`config.mk`:
```
export PLATFORM = sky130hd
export DESIGN_NAME = icf_blend
export DESIGN_NICKNAME = d
export VERILOG_FILES = /design/src/rtl/icf_pkg.sv /design/src/rtl/icf_blend.sv
export SDC_FILE = /design/constraint.sdc
export NUM_CORES = 2
export LEC_CHECK = 0
export ABC_AREA = 1
export ABC_CLOCK_PERIOD_IN_PS = 10150
export BUFFER_PORTS_ARGS = -buffer_cell sky130_fd_sc_hd__buf_2
export CAP_MARGIN = 5
export CORE_ASPECT_RATIO = 0.9
export CORE_MARGIN = 3
export CORE_UTILIZATION = 65
export DETAILED_ROUTE_END_ITERATION = 6
export GPL_ROUTABILITY_DRIVEN = 0
export GPL_TIMING_DRIVEN = 0
export PLACE_DENSITY_LB_ADDON = 0.15
export REMOVE_ABC_BUFFERS = 1
export SYNTH_ARGS = -nofsm -noshare
export SYNTH_HDL_FRONTEND = slang
export SYNTH_SLANG_ARGS = --single-unit
```
`constraint.sdc`:
```
create_clock -name clk_i -period 10.15 [get_ports clk_i]
set_input_delay 2.03 -clock clk_i [delete_from_list [all_inputs] [get_ports clk_i]]
set_output_delay 2.03 -clock clk_i [all_outputs]
set_load 0.01 [all_outputs]
```
`src/rtl/icf_pkg.sv`:
```
// ----------------------------------------------------------------------------
// icf_pkg: shared types and constants for the IMU complementary filter
// Formats, register indexes, CORDIC arctangent table and helper functions.
// ----------------------------------------------------------------------------
package icf_pkg;

  localparam int CordicSteps   = 16;
  localparam int AngleFracBits = 16;
  localparam int TabLen        = 24;
  localparam int DegShift      = 24 - AngleFracBits;
  localparam int StepW         = $clog2(CordicSteps + 1);

  // CORDIC working width: 16-bit count scaled by 2^16, plus growth.
  localparam int CW = 36;
  // angle accumulator, Q8.24 degrees plus sign and headroom
  localparam int AW = 34;

  localparam logic signed [AW-1:0] Deg180Q24 = AW'(64'sd180 * 64'sd16777216);

  typedef enum logic [2:0] {
    REG_NOISE   = 3'd0,
    REG_MAG_LO  = 3'd1,
    REG_MAG_HI  = 3'd2,
    REG_WEIGHT  = 3'd3,
    REG_MAX_DT  = 3'd4
  } reg_idx_e;

  function automatic logic signed [AW-1:0] atan_tab(input logic [4:0] i);
    case (i)
      5'd0:  atan_tab = AW'(754974720);
      5'd1:  atan_tab = AW'(445687602);
      5'd2:  atan_tab = AW'(235489088);
      5'd3:  atan_tab = AW'(119537938);
      5'd4:  atan_tab = AW'(60000934);
      5'd5:  atan_tab = AW'(30029717);
      5'd6:  atan_tab = AW'(15018523);
      5'd7:  atan_tab = AW'(7509720);
      5'd8:  atan_tab = AW'(3754917);
      5'd9:  atan_tab = AW'(1877466);
      5'd10: atan_tab = AW'(938734);
      5'd11: atan_tab = AW'(469367);
      5'd12: atan_tab = AW'(234684);
      5'd13: atan_tab = AW'(117342);
      5'd14: atan_tab = AW'(58671);
      5'd15: atan_tab = AW'(29335);
      5'd16: atan_tab = AW'(14668);
      5'd17: atan_tab = AW'(7334);
      5'd18: atan_tab = AW'(3667);
      5'd19: atan_tab = AW'(1833);
      5'd20: atan_tab = AW'(917);
      5'd21: atan_tab = AW'(458);
      5'd22: atan_tab = AW'(229);
      5'd23: atan_tab = AW'(115);
      default: atan_tab = '0;
    endcase
  endfunction

  function automatic logic signed [31:0] sat32(input logic signed [63:0] v);
    if (v > 64'sh7FFF_FFFF)       sat32 = 32'sh7FFF_FFFF;
    else if (v < -64'sh8000_0000) sat32 = 32'sh8000_0000;
    else                          sat32 = v[31:0];
  endfunction

  // lane start-up request
  typedef struct packed {
    logic                 start;
    logic signed [16:0]   y;
    logic signed [16:0]   x;
  } lane_req_t;

  typedef struct packed {
    logic                 done;
    logic signed [AW-1:0] angle;
  } lane_rsp_t;

endpackage

```
`src/rtl/icf_blend.sv`:
```
// ----------------------------------------------------------------------------
// icf_blend: merge stage, weighted mix of integrated and accel angle
// Products registered, then sum, round and saturate combinationally.
// ----------------------------------------------------------------------------
module icf_blend (
  input  logic                       clk_i,
  input  logic                       start_i,
  input  logic [15:0]                weight_i,
  input  logic signed [31:0]         angle_i,
  input  logic signed [icf_pkg::AW-1:0] acc_i,
  output logic signed [31:0]         result_o
);
  import icf_pkg::*;

  logic signed [AW-DegShift:0] a_rnd;
  logic signed [16:0]          wg;
  // complement weight reaches 65536 when the gyro weight is zero
  logic signed [17:0]          wa;
  logic signed [63:0]          pg_q, pa_q;
  logic signed [63:0]          sum;

  assign a_rnd = (AW - DegShift + 1)'((64'(acc_i) + 64'(1 <<< (DegShift - 1))) >>> DegShift);
  assign wg    = {1'b0, weight_i};
  assign wa    = 18'sd65536 - 18'(wg);

  always_ff @(posedge clk_i) begin
    if (start_i) begin
      pg_q <= 64'(wg) * 64'(angle_i);
      pa_q <= 64'(wa) * 64'(a_rnd);
    end
  end

  assign sum      = (pg_q + pa_q + 64'sd32768) >>> 16;
  assign result_o = sat32(sum);
endmodule

```
After elaboration in Yosys (flattened, before gate mapping)
Cells that the tools add are included.

Register bits after elaboration: 128. Input bits: 84. Output and inout port bits: 32.

Add/sub/neg operators: 4. Multipliers: 2. Magnitude comparators: 2. Multiplexer cells: 2.

Operators with widths (count): 64-bit by 17-bit adder with 64-bit output (second input constant) (1); 64-bit adder (1); 32-bit two-way mux (2); 17-bit by 32-bit multiplier with 49-bit output (1); 48-bit by 32-bit greater-than comparator with 1-bit output (second input constant) (1); 48-bit by 32-bit < comparator with 1-bit output (second input constant) (1); 18-bit by 27-bit multiplier with 45-bit output (1); 34-bit by 9-bit adder with 35-bit output (second input constant) (1); 17-bit by 16-bit subtractor with 18-bit output (first input constant) (1).

Logic depth before layout (Yosys ltp)
Word-level depth: 5. Gate-level depth with buffers: 41. Mapped depth without buffers: 39.

Least setup slack after synthesis
Ideal clock, no wire load.

Path kind: input-to-reg. From: input weight_i[0]. To: register pa_q[37], data pin. Arrival: 8.812 ns. Data required time: 9.891 ns. Setup slack: 1.079 ns. Cell stages on the path: 35. Path buffers: 3. Cell sequence: buf_4 inv_2 clkbuf_1 ha_1 nand3_4 nor3_4 nand2_2 nor2_4 nand2_2 o21ai_0 nand2_1 inv_1 clkbuf_1 nand2_1 fa_1 inv_1 fa_1 inv_1 fa_1 inv_1 fa_1 fa_1 inv_1 fa_1 inv_1 ha_1 nand2_1 nor2_1 nand4_1 a21oi_1 nor2_1 o21ai_0 a21oi_1 o211ai_1 nand2_1.

Word-level cells in the longest chain between the ends: 2.

RTL lines: start: declaration (RTL line icf_blend.sv:8) `input logic [15:0] weight_i,`; 17-bit by 16-bit subtractor with 18-bit output (RTL line icf_blend.sv:24) `assign wa = 18'sd65536 - 18'(wg);`; 18-bit by 27-bit multiplier with 45-bit output (RTL line icf_blend.sv:29) `pa_q <= 64'(wa) * 64'(a_rnd);`; end signal: assignment (RTL line icf_blend.sv:29); end: declaration (RTL line icf_blend.sv:19) `logic signed [63:0] pg_q, pa_q;`.

No other way between the ends. A chain may end at the register's enable or synchronous reset.

Worst setup path after layout
From: input weight_i[2]. To: register pa_q[38], data pin.

Same word-level chain as after synthesis.

==> impl_results.md <==
* Run status: complete, but fails checks
* Failing checks: DRC
* HP Start: start_i
* Slew Limit Fails at 0
* Crit path max fanout at 34
* Global Route Usage Sum at 34.3%
* Detailed Routing Iterations Pass 1 at 7
* Number of global-route vias before repair at 36,200
* Worst slew pin tran at 1240 ps
* DRT Wirelength at 116,000 µm
* Core Box Area at 65,900 µm²
* Post-route ant nets at 0
* WP data arrival at 9940 ps
* Chip height at 252 µm
* Die Footprint at 70,200 µm²
* Startpoint class of the critical path: primary input
* Routed len/inst at 18.2 µm
* Critical setup path kind: primary input to flip-flop
* Worst hold-check path type: primary input to flip-flop
* Post-Syn Instances at 5,565
* DRC viols at 2
* Ports at 116
* Place WS at -1930 ps
* Nets at 6,846
* CTS Sinks at 94
* Number of synthesized flops with an enable pin at 94
* PortBufs at 108
* H-tree Lvls at 3
* Critical path startpoint: weight_i[2]
* Largest net degree at the start of global routing at 80
* Crit path to: pa_q[38]
* WHS Path Cells at 1
* Congestion Overflow GR at 0
* Period utilization at 96.8%
* Post-Layout Inst Area at 45,000 µm²
* Max-cap violation count at 0
* # setup viols final at 0
* CTS tree: built
* Asr flop ratio synth at 0%
* Worst EP required at 10,270 ps
* #FFs+latches synth at 94
* Top cell type's share of synthesized area at 42.9%
* Count leader, synth: inv_1
* Routed vias at 35,400
* DP Area at 44,500 µm²
* Minimum clock period at 9820 ps
* CTS clock-pin slew for the worst setup and hold paths at 80 ps
* Crit path capture type: flip-flop
* Setup TNS at 0 ps
* Fmax at 0.102 GHz
* Clk buf depth at 2
* Die width at 279 µm
* 1st-iter DRT viols at 3,530
* CTS root buf: clkbuf_16
* Final Hold Viols at 0
* Most frequent cells after synthesis: 1,554 x inv_1, 1,190 x nand2_1, 935 x fa_1, 509 x nor2_1, 323 x ha_1
* Placed cell count at 6,353
* Top post-synthesis cells by area: fa_1 43%, inv_1 13%, nand2_1 10%, ha_1 9.3%, edfxtp_1 6.5%
* Cts bufs inserted at 9
* Post-Syn Area at 43,600 µm²
* Initial Utilization at 66.1%
* Most used flip-flop cell after synthesis: edfxtp_1
* Post-synthesis sequential area ratio at 6.48%
* Proportion of layout cells with a drive suffix above 1 at 4.59%
* Placed wire-length estimate at 96,400 µm
* Global-route wire length before repair at 189,000 µm
* Netlist cell types at 55
* Warnings from Yosys at 0
* Layout area overhead at 3.23%
* Rows at 89
* Antenna violations before repair at 1
* Setup ws final at 329 ps
* Finished Layout Cells at 6,374
* Yosys top cell by area: fa_1
* Drt via density at 5.55
* Mapped Avg Cell Area at 7.83 µm²
* Slew headroom at 17.1%
## sequential cells by signal (all words and copies together) (netlist names)
| name | cells |
|---|---|
| pa_q | 45 |
| pg_q | 49 |
## final cells by class
cell class	count	area, µm²
multi-input combinational	3711	34200
fill	5570	20900
inverter	1572	5940
sequential	94	2820
tap	864	1080
timing repair buffer	114	658
clock buffer	9	225
clock inverter	7	81.3
timing repair inverter	2	12.5
antenna	1	2.50
## metal layers
layer | vias to the layer above | global-route usage, % | part of all wire (%)
met5 | - | 0.135 | 0
met4 | 0 | 9.44 | 3.1
met3 | 227 | 6.21 | 11
met2 | 1869 | 54.1 | 45
met1 | 17300 | 49.6 | 41
li1 | 16000 | - | -
## worst min path at each step
stage / endpoint / slack [ps]
after floorplan: pa_q[0] / 2140
after global placement: pg_q[0] / 2630
after detailed placement: pg_q[3] / 2450
after CTS: pg_q[7] / 2080
after global routing: pg_q[3] / 2080
final: pg_q[2] / 2080
## metrics by stage
| stage | util, % | hold WS (ps) |
|---|---|---|
| 2_1_floorplan | - | 2140 |
| 3_3_place_gp | 67.3 | 2630 |
| 3_5_place_dp | 67.6 | 2450 |
| 4_1_cts | 68.1 | 2080 |
| 5_1_grt | 68.3 | 2080 |
| 6_report | 68.3 | 2080 |
## worst max-delay path, cell delays in order
cell	delay [ps]
clkbuf_4	470
clkinv_2	190
nand3_2	170
nor3_2	60
nand2_1	170
nor3_2	70
or2_2	310
nand2_1	500
clkinvlp_2	770
nand2_1	290
fa_1	420
inv_1	100
fa_1	440
fa_1	460
fa_1	530
fa_1	500
inv_1	50
fa_1	560
inv_1	70
ha_1	370
nand2_1	100
nand2_1	70
a31oi_1	260
o21ai_0	210
a221oi_1	320
nand3_1	190
nor2_1	150
nor2_1	70
## kinds of logic after synthesis
group | count (synthesis) | synth area share (%)
adders and majority gates | 1258 | 52.2
DFF | 94 | 6.48
xor gates and xnor gates | 137 | 2.90
AOI/OAI and AO/OA | 378 | 4.95
buffers and inverters | 1760 | 15.4
and+or+nand+nor | 1938 | 18.0
## what timing repair did
action                                  CTS  global route
gates resized for setup                  12            22
endpoints found under the setup margin   34            22
hold buffers                              0             0
setup buffers                             1             0
pin swaps                                 0             0
cloned                                    1             1
## layout by cell type, fill, tap and decap left out, types with 5 or more instances in the layout
master        n
a21oi_1     164
inv_2         9
nor2_2       27
inv_1      1551
ha_1        323
a31oi_1      33
and3_1        9
o21ai_1       5
o21ai_0      91
buf_2       104
nand3_2       5
nor3_1       26
o21bai_1     31
nand3_1      78
nand2_2      20
fa_1        934
o211ai_1      5
or2_2        14
a21boi_0      8
nor4_1       12
nand4_1      32
xor2_2        5
a21o_1       27
edfxtp_1     94
xnor2_1      53
nand2_1    1186
clkbuf_16     9
xor2_1       72
nor2_1      507
Power is left out: the tool's default activity adds up to more than one toggle a clock period on the data nets, which glitch-free logic cannot reach.
