File: src/rtl/icf_pkg.sv
// ----------------------------------------------------------------------------
// icf_pkg: shared types and constants for the IMU complementary filter
// Formats, register indexes, CORDIC arctangent table and helper functions.
// ----------------------------------------------------------------------------
package icf_pkg;

  localparam int CordicSteps   = 16;
  localparam int AngleFracBits = 16;
  localparam int TabLen        = 24;
  localparam int DegShift      = 24 - AngleFracBits;
  localparam int StepW         = $clog2(CordicSteps + 1);

  // CORDIC working width: 16-bit count scaled by 2^16, plus growth.
  localparam int CW = 36;
  // angle accumulator, Q8.24 degrees plus sign and headroom
  localparam int AW = 34;

  localparam logic signed [AW-1:0] Deg180Q24 = AW'(64'sd180 * 64'sd16777216);

  typedef enum logic [2:0] {
    REG_NOISE   = 3'd0,
    REG_MAG_LO  = 3'd1,
    REG_MAG_HI  = 3'd2,
    REG_WEIGHT  = 3'd3,
    REG_MAX_DT  = 3'd4
  } reg_idx_e;

  function automatic logic signed [AW-1:0] atan_tab(input logic [4:0] i);
    case (i)
      5'd0:  atan_tab = AW'(754974720);
      5'd1:  atan_tab = AW'(445687602);
      5'd2:  atan_tab = AW'(235489088);
      5'd3:  atan_tab = AW'(119537938);
      5'd4:  atan_tab = AW'(60000934);
      5'd5:  atan_tab = AW'(30029717);
      5'd6:  atan_tab = AW'(15018523);
      5'd7:  atan_tab = AW'(7509720);
      5'd8:  atan_tab = AW'(3754917);
      5'd9:  atan_tab = AW'(1877466);
      5'd10: atan_tab = AW'(938734);
      5'd11: atan_tab = AW'(469367);
      5'd12: atan_tab = AW'(234684);
      5'd13: atan_tab = AW'(117342);
      5'd14: atan_tab = AW'(58671);
      5'd15: atan_tab = AW'(29335);
      5'd16: atan_tab = AW'(14668);
      5'd17: atan_tab = AW'(7334);
      5'd18: atan_tab = AW'(3667);
      5'd19: atan_tab = AW'(1833);
      5'd20: atan_tab = AW'(917);
      5'd21: atan_tab = AW'(458);
      5'd22: atan_tab = AW'(229);
      5'd23: atan_tab = AW'(115);
      default: atan_tab = '0;
    endcase
  endfunction

  function automatic logic signed [31:0] sat32(input logic signed [63:0] v);
    if (v > 64'sh7FFF_FFFF)       sat32 = 32'sh7FFF_FFFF;
    else if (v < -64'sh8000_0000) sat32 = 32'sh8000_0000;
    else                          sat32 = v[31:0];
  endfunction

  // lane start-up request
  typedef struct packed {
    logic                 start;
    logic signed [16:0]   y;
    logic signed [16:0]   x;
  } lane_req_t;

  typedef struct packed {
    logic                 done;
    logic signed [AW-1:0] angle;
  } lane_rsp_t;

endpackage

File: src/rtl/icf_cordic_lane.sv
// ----------------------------------------------------------------------------
// icf_cordic_lane: iterative vectoring CORDIC, one step per cycle
// Returns atan2(y, x) in Q8.24 degrees.
// ----------------------------------------------------------------------------
module icf_cordic_lane (
  input  logic               clk_i,
  input  logic               rst_ni,
  input  icf_pkg::lane_req_t req_i,
  output icf_pkg::lane_rsp_t rsp_o
);
  import icf_pkg::*;

  logic                 busy_q, busy_d;
  logic [StepW-1:0]     step_q, step_d;
  logic signed [CW-1:0] xs_q, xs_d, ys_q, ys_d;
  logic signed [AW-1:0] acc_q, acc_d;
  logic                 done_q, done_d;

  always_comb begin
    busy_d = busy_q;
    step_d = step_q;
    xs_d   = xs_q;
    ys_d   = ys_q;
    acc_d  = acc_q;
    done_d = 1'b0;
    if (req_i.start) begin
      step_d = '0;
      if (req_i.y == '0) begin
        acc_d  = (req_i.x >= 0) ? '0 : Deg180Q24;
        busy_d = 1'b0;
        done_d = 1'b1;
      end else begin
        busy_d = 1'b1;
        if (req_i.x < 0) begin
          xs_d  = -(CW'(req_i.x) <<< 16);
          ys_d  = -(CW'(req_i.y) <<< 16);
          acc_d = (req_i.y >= 0) ? Deg180Q24 : -Deg180Q24;
        end else begin
          xs_d  = CW'(req_i.x) <<< 16;
          ys_d  = CW'(req_i.y) <<< 16;
          acc_d = '0;
        end
      end
    end else if (busy_q) begin
      if (ys_q >= 0) begin
        xs_d  = xs_q + (ys_q >>> step_q);
        ys_d  = ys_q - (xs_q >>> step_q);
        acc_d = acc_q + atan_tab(5'(step_q));
      end else begin
        xs_d  = xs_q - (ys_q >>> step_q);
        ys_d  = ys_q + (xs_q >>> step_q);
        acc_d = acc_q - atan_tab(5'(step_q));
      end
      step_d = step_q + 1'b1;
      if (step_q == StepW'(CordicSteps - 1)) begin
        busy_d = 1'b0;
        done_d = 1'b1;
      end
    end
  end

  always_ff @(posedge clk_i or negedge rst_ni) begin
    if (!rst_ni) begin
      busy_q <= 1'b0;
      done_q <= 1'b0;
      step_q <= '0;
    end else begin
      busy_q <= busy_d;
      done_q <= done_d;
      step_q <= step_d;
    end
  end

  always_ff @(posedge clk_i) begin
    xs_q  <= xs_d;
    ys_q  <= ys_d;
    acc_q <= acc_d;
  end

  assign rsp_o.done  = done_q;
  assign rsp_o.angle = acc_q;
endmodule

File: config.mk
export PLATFORM = sky130hd
export DESIGN_NAME = icf_cordic_lane
export DESIGN_NICKNAME = d
export VERILOG_FILES = /design/src/rtl/icf_pkg.sv /design/src/rtl/icf_cordic_lane.sv
export SDC_FILE = /design/constraint.sdc
export NUM_CORES = 1
export LEC_CHECK = 0
export ABC_AREA = 1
export BUFFER_PORTS_ARGS = -buffer_cell sky130_fd_sc_hd__buf_2
export CORE_MARGIN = 1
export CORE_UTILIZATION = 45
export DETAILED_ROUTE_END_ITERATION = 12
export MAX_ROUTING_LAYER = met4
export PLACE_DENSITY_LB_ADDON = 0.08
export SLEW_MARGIN = 5
export SYNTH_ARGS = -nofsm -noshare
export SYNTH_HDL_FRONTEND = slang
export SYNTH_SLANG_ARGS = --single-unit
File: constraint.sdc
create_clock -name clk_i -period 6.9 [get_ports clk_i]
set_input_delay 1.38 -clock clk_i [delete_from_list [all_inputs] [get_ports clk_i]]
set_output_delay 1.38 -clock clk_i [all_outputs]
set_load 0.02 [all_outputs]
# [Word-level counts from Yosys, hierarchy flattened]
# Memories as Yosys holds them, arrays and structs flattened.
# Cells that the tools add are included.
[word_totals] memories=2 reg_bits=113 out_inout_bits=35 rom_bits=1920
[mem_list] memory="(no name shown)" words=32 word_bits=30 read_ports=1 rd_clocked_by_memory_dff=0 wr=0 line_no="icf_pkg.sv:29" text="case (i)"
[mem_list] memory="(no name shown)" words=32 word_bits=30 read_ports=1 rd_clocked_by_memory_dff=0 wr=0 line_no="icf_pkg.sv:29"
[classes] addsub=9 mux=33 n_reduce_logical=3 n_eq_ne=2 n_shift=2 n_lt_le_gt_ge=4
[ops] operator="$mux 34" n=12
[ops] operator="$mux 36" n=10
[ops] operator="$add 36x36->36" n=2
[ops] operator="$neg 33->36" n=2
[ops] operator="$sshr 36x5->36" n=2
[ops] operator="$sub 36x36->36" n=2
[ops] operator="$ge 36x1->1 const B" n=1
[ops] operator="$add 34x34->34" n=1
[ops] operator="$ge 17x1->1 const B" n=2
[ops] operator="$sub 34x34->34" n=1
[ops] operator="$mux 32" n=1
[ops] operator="$logic_not 17->1" n=1
[ops] operator="$lt 17x1->1 const B" n=1
[ops] operator="$mux 5" n=2
[ops] operator="$mux 1" n=8
[ops] operator="$add 5x1->5 const B" n=1
[ops] operator="$eq 5x4->1 const B" n=1
[ops] operator="$ne 2x2->1 const B" n=1
[ops] operator="$reduce_and 2->1" n=1
[ops] operator="$reduce_bool 2->1" n=1

# [Depth between registers and ports, before layout]
[logic_depth] word_depth=8 depth_mapped=37 depth_no_buf=35

# [Least setup slack after synthesis]
# Ideal clock, no wire load.
[synth_path] kind="input to register" from="input port req_i[17] (netlist name)" to="register xs_q[0], enable pin" t_arrival_ns=7.294 stages=10 setup_slack_ns=-0.998 cell_sequence="inv_1 -> ha_1 -> inv_1 -> nor3_1 -> nand3_1 -> nor3_1 -> inv_1 -> nor3_1 -> ha_1 -> o21ai_0"
[synth_via] elab_chain_len=3
[synth_rtl] item="start, declared" line_no="icf_cordic_lane.sv:8" text="input icf_pkg::lane_req_t req_i,"
[synth_rtl] item="$logic_not 17->1" line_no="icf_cordic_lane.sv:28" text="if (req_i.y == '0) begin"
[synth_rtl] item="$ne 2x2->1 (no source line)"
[synth_rtl] item="$reduce_and 2->1 (no source line)"
[synth_rtl] item="end signal, assigned" line_no="icf_cordic_lane.sv:75" text="xs_q <= xs_d;"
[synth_rtl] item="end, declared" line_no="icf_cordic_lane.sv:15" text="logic signed [CW-1:0] xs_q, xs_d, ys_q, ys_d;"
# No other way between the ends.
# A chain may end at the register's enable or synchronous reset.

# [Worst setup path after layout]
[layout_path] from="register step_q[1]" to="register ys_q[30] (data pin)"
[layout_via] elab_chain_len=5
[layout_rtl] item="start, declared" line_no="icf_cordic_lane.sv:14" text="logic [StepW-1:0] step_q, step_d;"
[layout_rtl] item="start signal, assigned" line_no="icf_cordic_lane.sv:70" text="step_q <= step_d;"
[layout_rtl] item="$sshr 36x5->36 *" line_no="icf_cordic_lane.sv:47, icf_cordic_lane.sv:51"
[layout_rtl] item="$add 36x36->36 / $sub 36x36->36 (equally long branches)" line_no="icf_cordic_lane.sv:51, icf_cordic_lane.sv:47"
[layout_rtl] item="$mux 36 *" line_no="icf_cordic_lane.sv:45" text="if (ys_q >= 0) begin"
[layout_rtl] item="$mux 36 *" line_no="icf_cordic_lane.sv:44" text="end else if (busy_q) begin"
[layout_rtl] item="$mux 36 *" line_no="icf_cordic_lane.sv:26" text="if (req_i.start) begin"
[layout_rtl] item="via ys_d[30]" line_no="icf_cordic_lane.sv:15"
[layout_rtl] item="end signal, assigned" line_no="icf_cordic_lane.sv:76" text="ys_q <= ys_d;"
[layout_rtl] item="end, declared" line_no="icf_cordic_lane.sv:15"
# The timed path passes the listed nets; every way through them passes the cells marked *. The select of a mux whose other input is x is not followed.

==> results.json <==
{
  "status": "complete, no violations",
  "clk_pin_slew_worst_paths_ns": 0.07,
  "fin_skew_ns": 0.0132,
  "synth.avg_cell_area_sq_um": 5.97,
  "worstHoldPathType": "flop to flop",
  "grt_max_degree": 80,
  "final_cell_mix": "nand2_1 (915), nand3_1 (421), nor2_1 (274), inv_1 (249), a21oi_1 (216)",
  "start_kind": "flop",
  "cts_buffer_depth": 2,
  "drive_gt1_frac": 0.0788,
  "worst_pin_slew_ns": 1.20,
  "die_w_microns": 201,
  "synth_edf_count": 106,
  "required_ns": 7.12,
  "cp_max_fo": 67,
  "pre_cts_ws_ns": 0.955,
  "avgRoutedWirePerCell_microns": 19.0,
  "grt_usage": 0.339,
  "cts_tree": "yes",
  "post-route-min-period_ns": 6.24,
  "initial_core_util": 0.459,
  "clock_latency_ns": 0.47,
  "grt_pass1_wl_microns": 104000,
  "cp_data_arrival_time_ns": 6.46,
  "gp_congestion": 1.00,
  "slew_viol_final": 0,
  "die_h_microns": 201,
  "cts_setup_buffers": 0,
  "die-area_sq_mm": 0.0404,
  "drcViolationCount": 0,
  "syn_nets": 3148,
  "viasPerCell": 5.78,
  "wl_microns": 67100,
  "synth-async-reset-ratio": 0.0619,
  "nets": 3156,
  "ctsResizeCount": 0,
  "drv_cap": 0,
  "final.setup.worst_slack_ns": 0.660,
  "cts_root_buf": "clkbuf_16",
  "antenna_left": 0,
  "area_growth_pct": 7.10,
  "finalSetupViolCount": 0,
  "firstDrtPassIters": 6,
  "vias": 20366,
  "synth_cell_types": 58,
  "final_common_cell": "nand2_1",
  "grt_overflow": 0,
  "setup_tns_ns": 0,
  "antenna_found_initial": 0,
  "hold_buffers": 0,
  "port_buffers": 71,
  "post-route-period-util": 0.904,
  "worstSetupPathType": "flop to flop",
  "grt_pass1_vias": 18963,
  "rsz0062_at_grt": "false",
  "synth_cells": 2987,
  "hold_violations": 0,
  "dp_hpwl_microns": 53100,
  "io_pins": 72,
  "cts_made_buffers": 17,
  "yosysSeqAreaShare": 0.188,
  "coreArea_sq_mm": 0.0388,
  "end_kind": "flop",
  "h-tree-depth": 4,
  "antenna-diode-count": 0,
  "synth-seq-cells": 113,
  "drt_iter0_drc": 1711,
  "ys.flop_type": "edfxtp_1",
  "n_fill_cell": 4211,
  "ys_warn_count": 0,
  "clock.fmax_ghz": 0.160,
  "clkSinkCount": 113,
  "fp-row-count": 72,
  "max-slew-margin-rel": 0.198,
  "netlist_area_sq_mm": 0.0178
}
synthesized netlist by cell type (3+ instances only):
| master | n | area [sq um] |
|---|---|---|
| clkbuf_1 | 32 | 120 |
| o21ai_1 | 18 | 90.1 |
| a31oi_1 | 19 | 119 |
| nand2_2 | 16 | 100 |
| inv_2 | 23 | 86.3 |
| o31ai_1 | 3 | 22.5 |
| inv_1 | 250 | 938 |
| buf_2 | 43 | 215 |
| edfxtp_1 | 106 | 3180 |
| o21ai_2 | 7 | 61.3 |
| nand4_1 | 27 | 169 |
| fa_1 | 3 | 60.1 |
| a21oi_2 | 7 | 61.3 |
| buf_6 | 7 | 78.8 |
| nand3_2 | 9 | 90.1 |
| o21a_1 | 16 | 120 |
| or2_1 | 3 | 18.8 |
| nor2_2 | 14 | 87.6 |
| nor3_1 | 33 | 165 |
| buf_4 | 9 | 67.6 |
| xnor2_1 | 29 | 254 |
| o21bai_1 | 9 | 67.6 |
| and2_1 | 4 | 25.0 |
| a21oi_1 | 216 | 1080 |
| nor2_1 | 274 | 1030 |
| ha_1 | 121 | 1510 |
| o22ai_1 | 22 | 138 |
| o221ai_1 | 11 | 96.3 |
| nand3_1 | 421 | 2110 |
| o211ai_1 | 9 | 67.6 |
| nor2_4 | 5 | 56.3 |
| a211oi_1 | 3 | 22.5 |
| nor4_1 | 5 | 31.3 |
| or2_2 | 8 | 50.1 |
| a21boi_0 | 8 | 60.1 |
| nand3b_1 | 7 | 52.6 |
| buf_1 | 19 | 71.3 |
| o21ai_0 | 157 | 786 |
| dfrtp_1 | 7 | 175 |
| xor2_1 | 55 | 482 |
| a21o_1 | 15 | 113 |
| a21oi_4 | 3 | 48.8 |
| nand2_1 | 915 | 3430 |
final timing paths:
kind                            slack [ns]      start  cells past startpoint         to
worst min register to register        0.63     busy_q                      2     done_q
worst min-delay path                  0.63     busy_q                      2     done_q
worst max register to register        0.66  step_q[1]                     25   ys_q[30]
min in group asynchronous             0.74     rst_ni                      1     busy_q
max in group asynchronous             5.97     rst_ni                      1  step_q[2]
worst max-delay path                  0.66  step_q[1]                     25   ys_q[30]
per-stage QoR:
stage	utilization	cell area, sq um	hold slack (ns)	std cells
6_report	0.492	19100	0.630	3526
5_1_grt	0.492	19100	0.663	3526
3_3_place_gp	0.477	18500	0.605	3494
4_1_cts	0.492	19100	0.627	3526
3_5_place_dp	0.477	18500	0.591	3494
2_1_floorplan	-	17800	0.556	2987
metal layers:
| layer | up-vias | global-route usage | part of all wire |
|---|---|---|---|
| li1 | 10101 | - | - |
| met1 | 9472 | 0.426 | 0.44 |
| met2 | 674 | 0.557 | 0.47 |
| met3 | 119 | 0.0318 | 0.051 |
| met4 | 0 | 0.135 | 0.035 |
| met5 | - | - | 0 |
critical path, cell delays in order (launching register included):
cell and delay, ns:
dfrtp_2 0.40, inv_2 0.85, nand3_1 0.22, nand3_1 0.16, nand3_1 0.13, nand3_1 0.21
nand2_1 0.11, inv_1 0.09, ha_1 0.18, nand4_1 0.16, nor2_1 0.31, nand2_1 0.14
nand2_1 0.10, xor2_1 0.21, ha_1 0.33, nand2_1 0.15, inv_1 0.05, a21oi_1 0.12
a21boi_0 0.46, nand2_1 0.25, a21oi_1 0.37, o21bai_1 0.19, a21boi_0 0.49, nand2_1 0.09
nand2_1 0.08, o22ai_1 0.07
cell families after synthesis:
kind of cell	synth area share
simple gates	0.419
buf+inv	0.0887
fa+ha+maj	0.0883
compound gates	0.174
xor+xnor	0.0413
flops	0.188
final cells by class:
cell class	count	area, sq um	area share
clock buffer	25	529	0.0277
clock inverter	7	47.5	0.00249
inverter	274	1030	0.0539
multi-input combinational	2490	12900	0.676
sequential	113	3360	0.176
tap	518	648	0.0339
timing repair buffer	99	578	0.0303
state kept, by name (all words and copies together) (netlist names):
| name | cells |
|---|---|
| busy_q | 1 |
| xs_q | 36 |
| acc_q | 34 |
| ys_q | 36 |
| done_q | 1 |
| step_q | 5 |
Power is not shown: default switching activity piles up to over one toggle a cycle in this logic, so the estimate is an artifact.
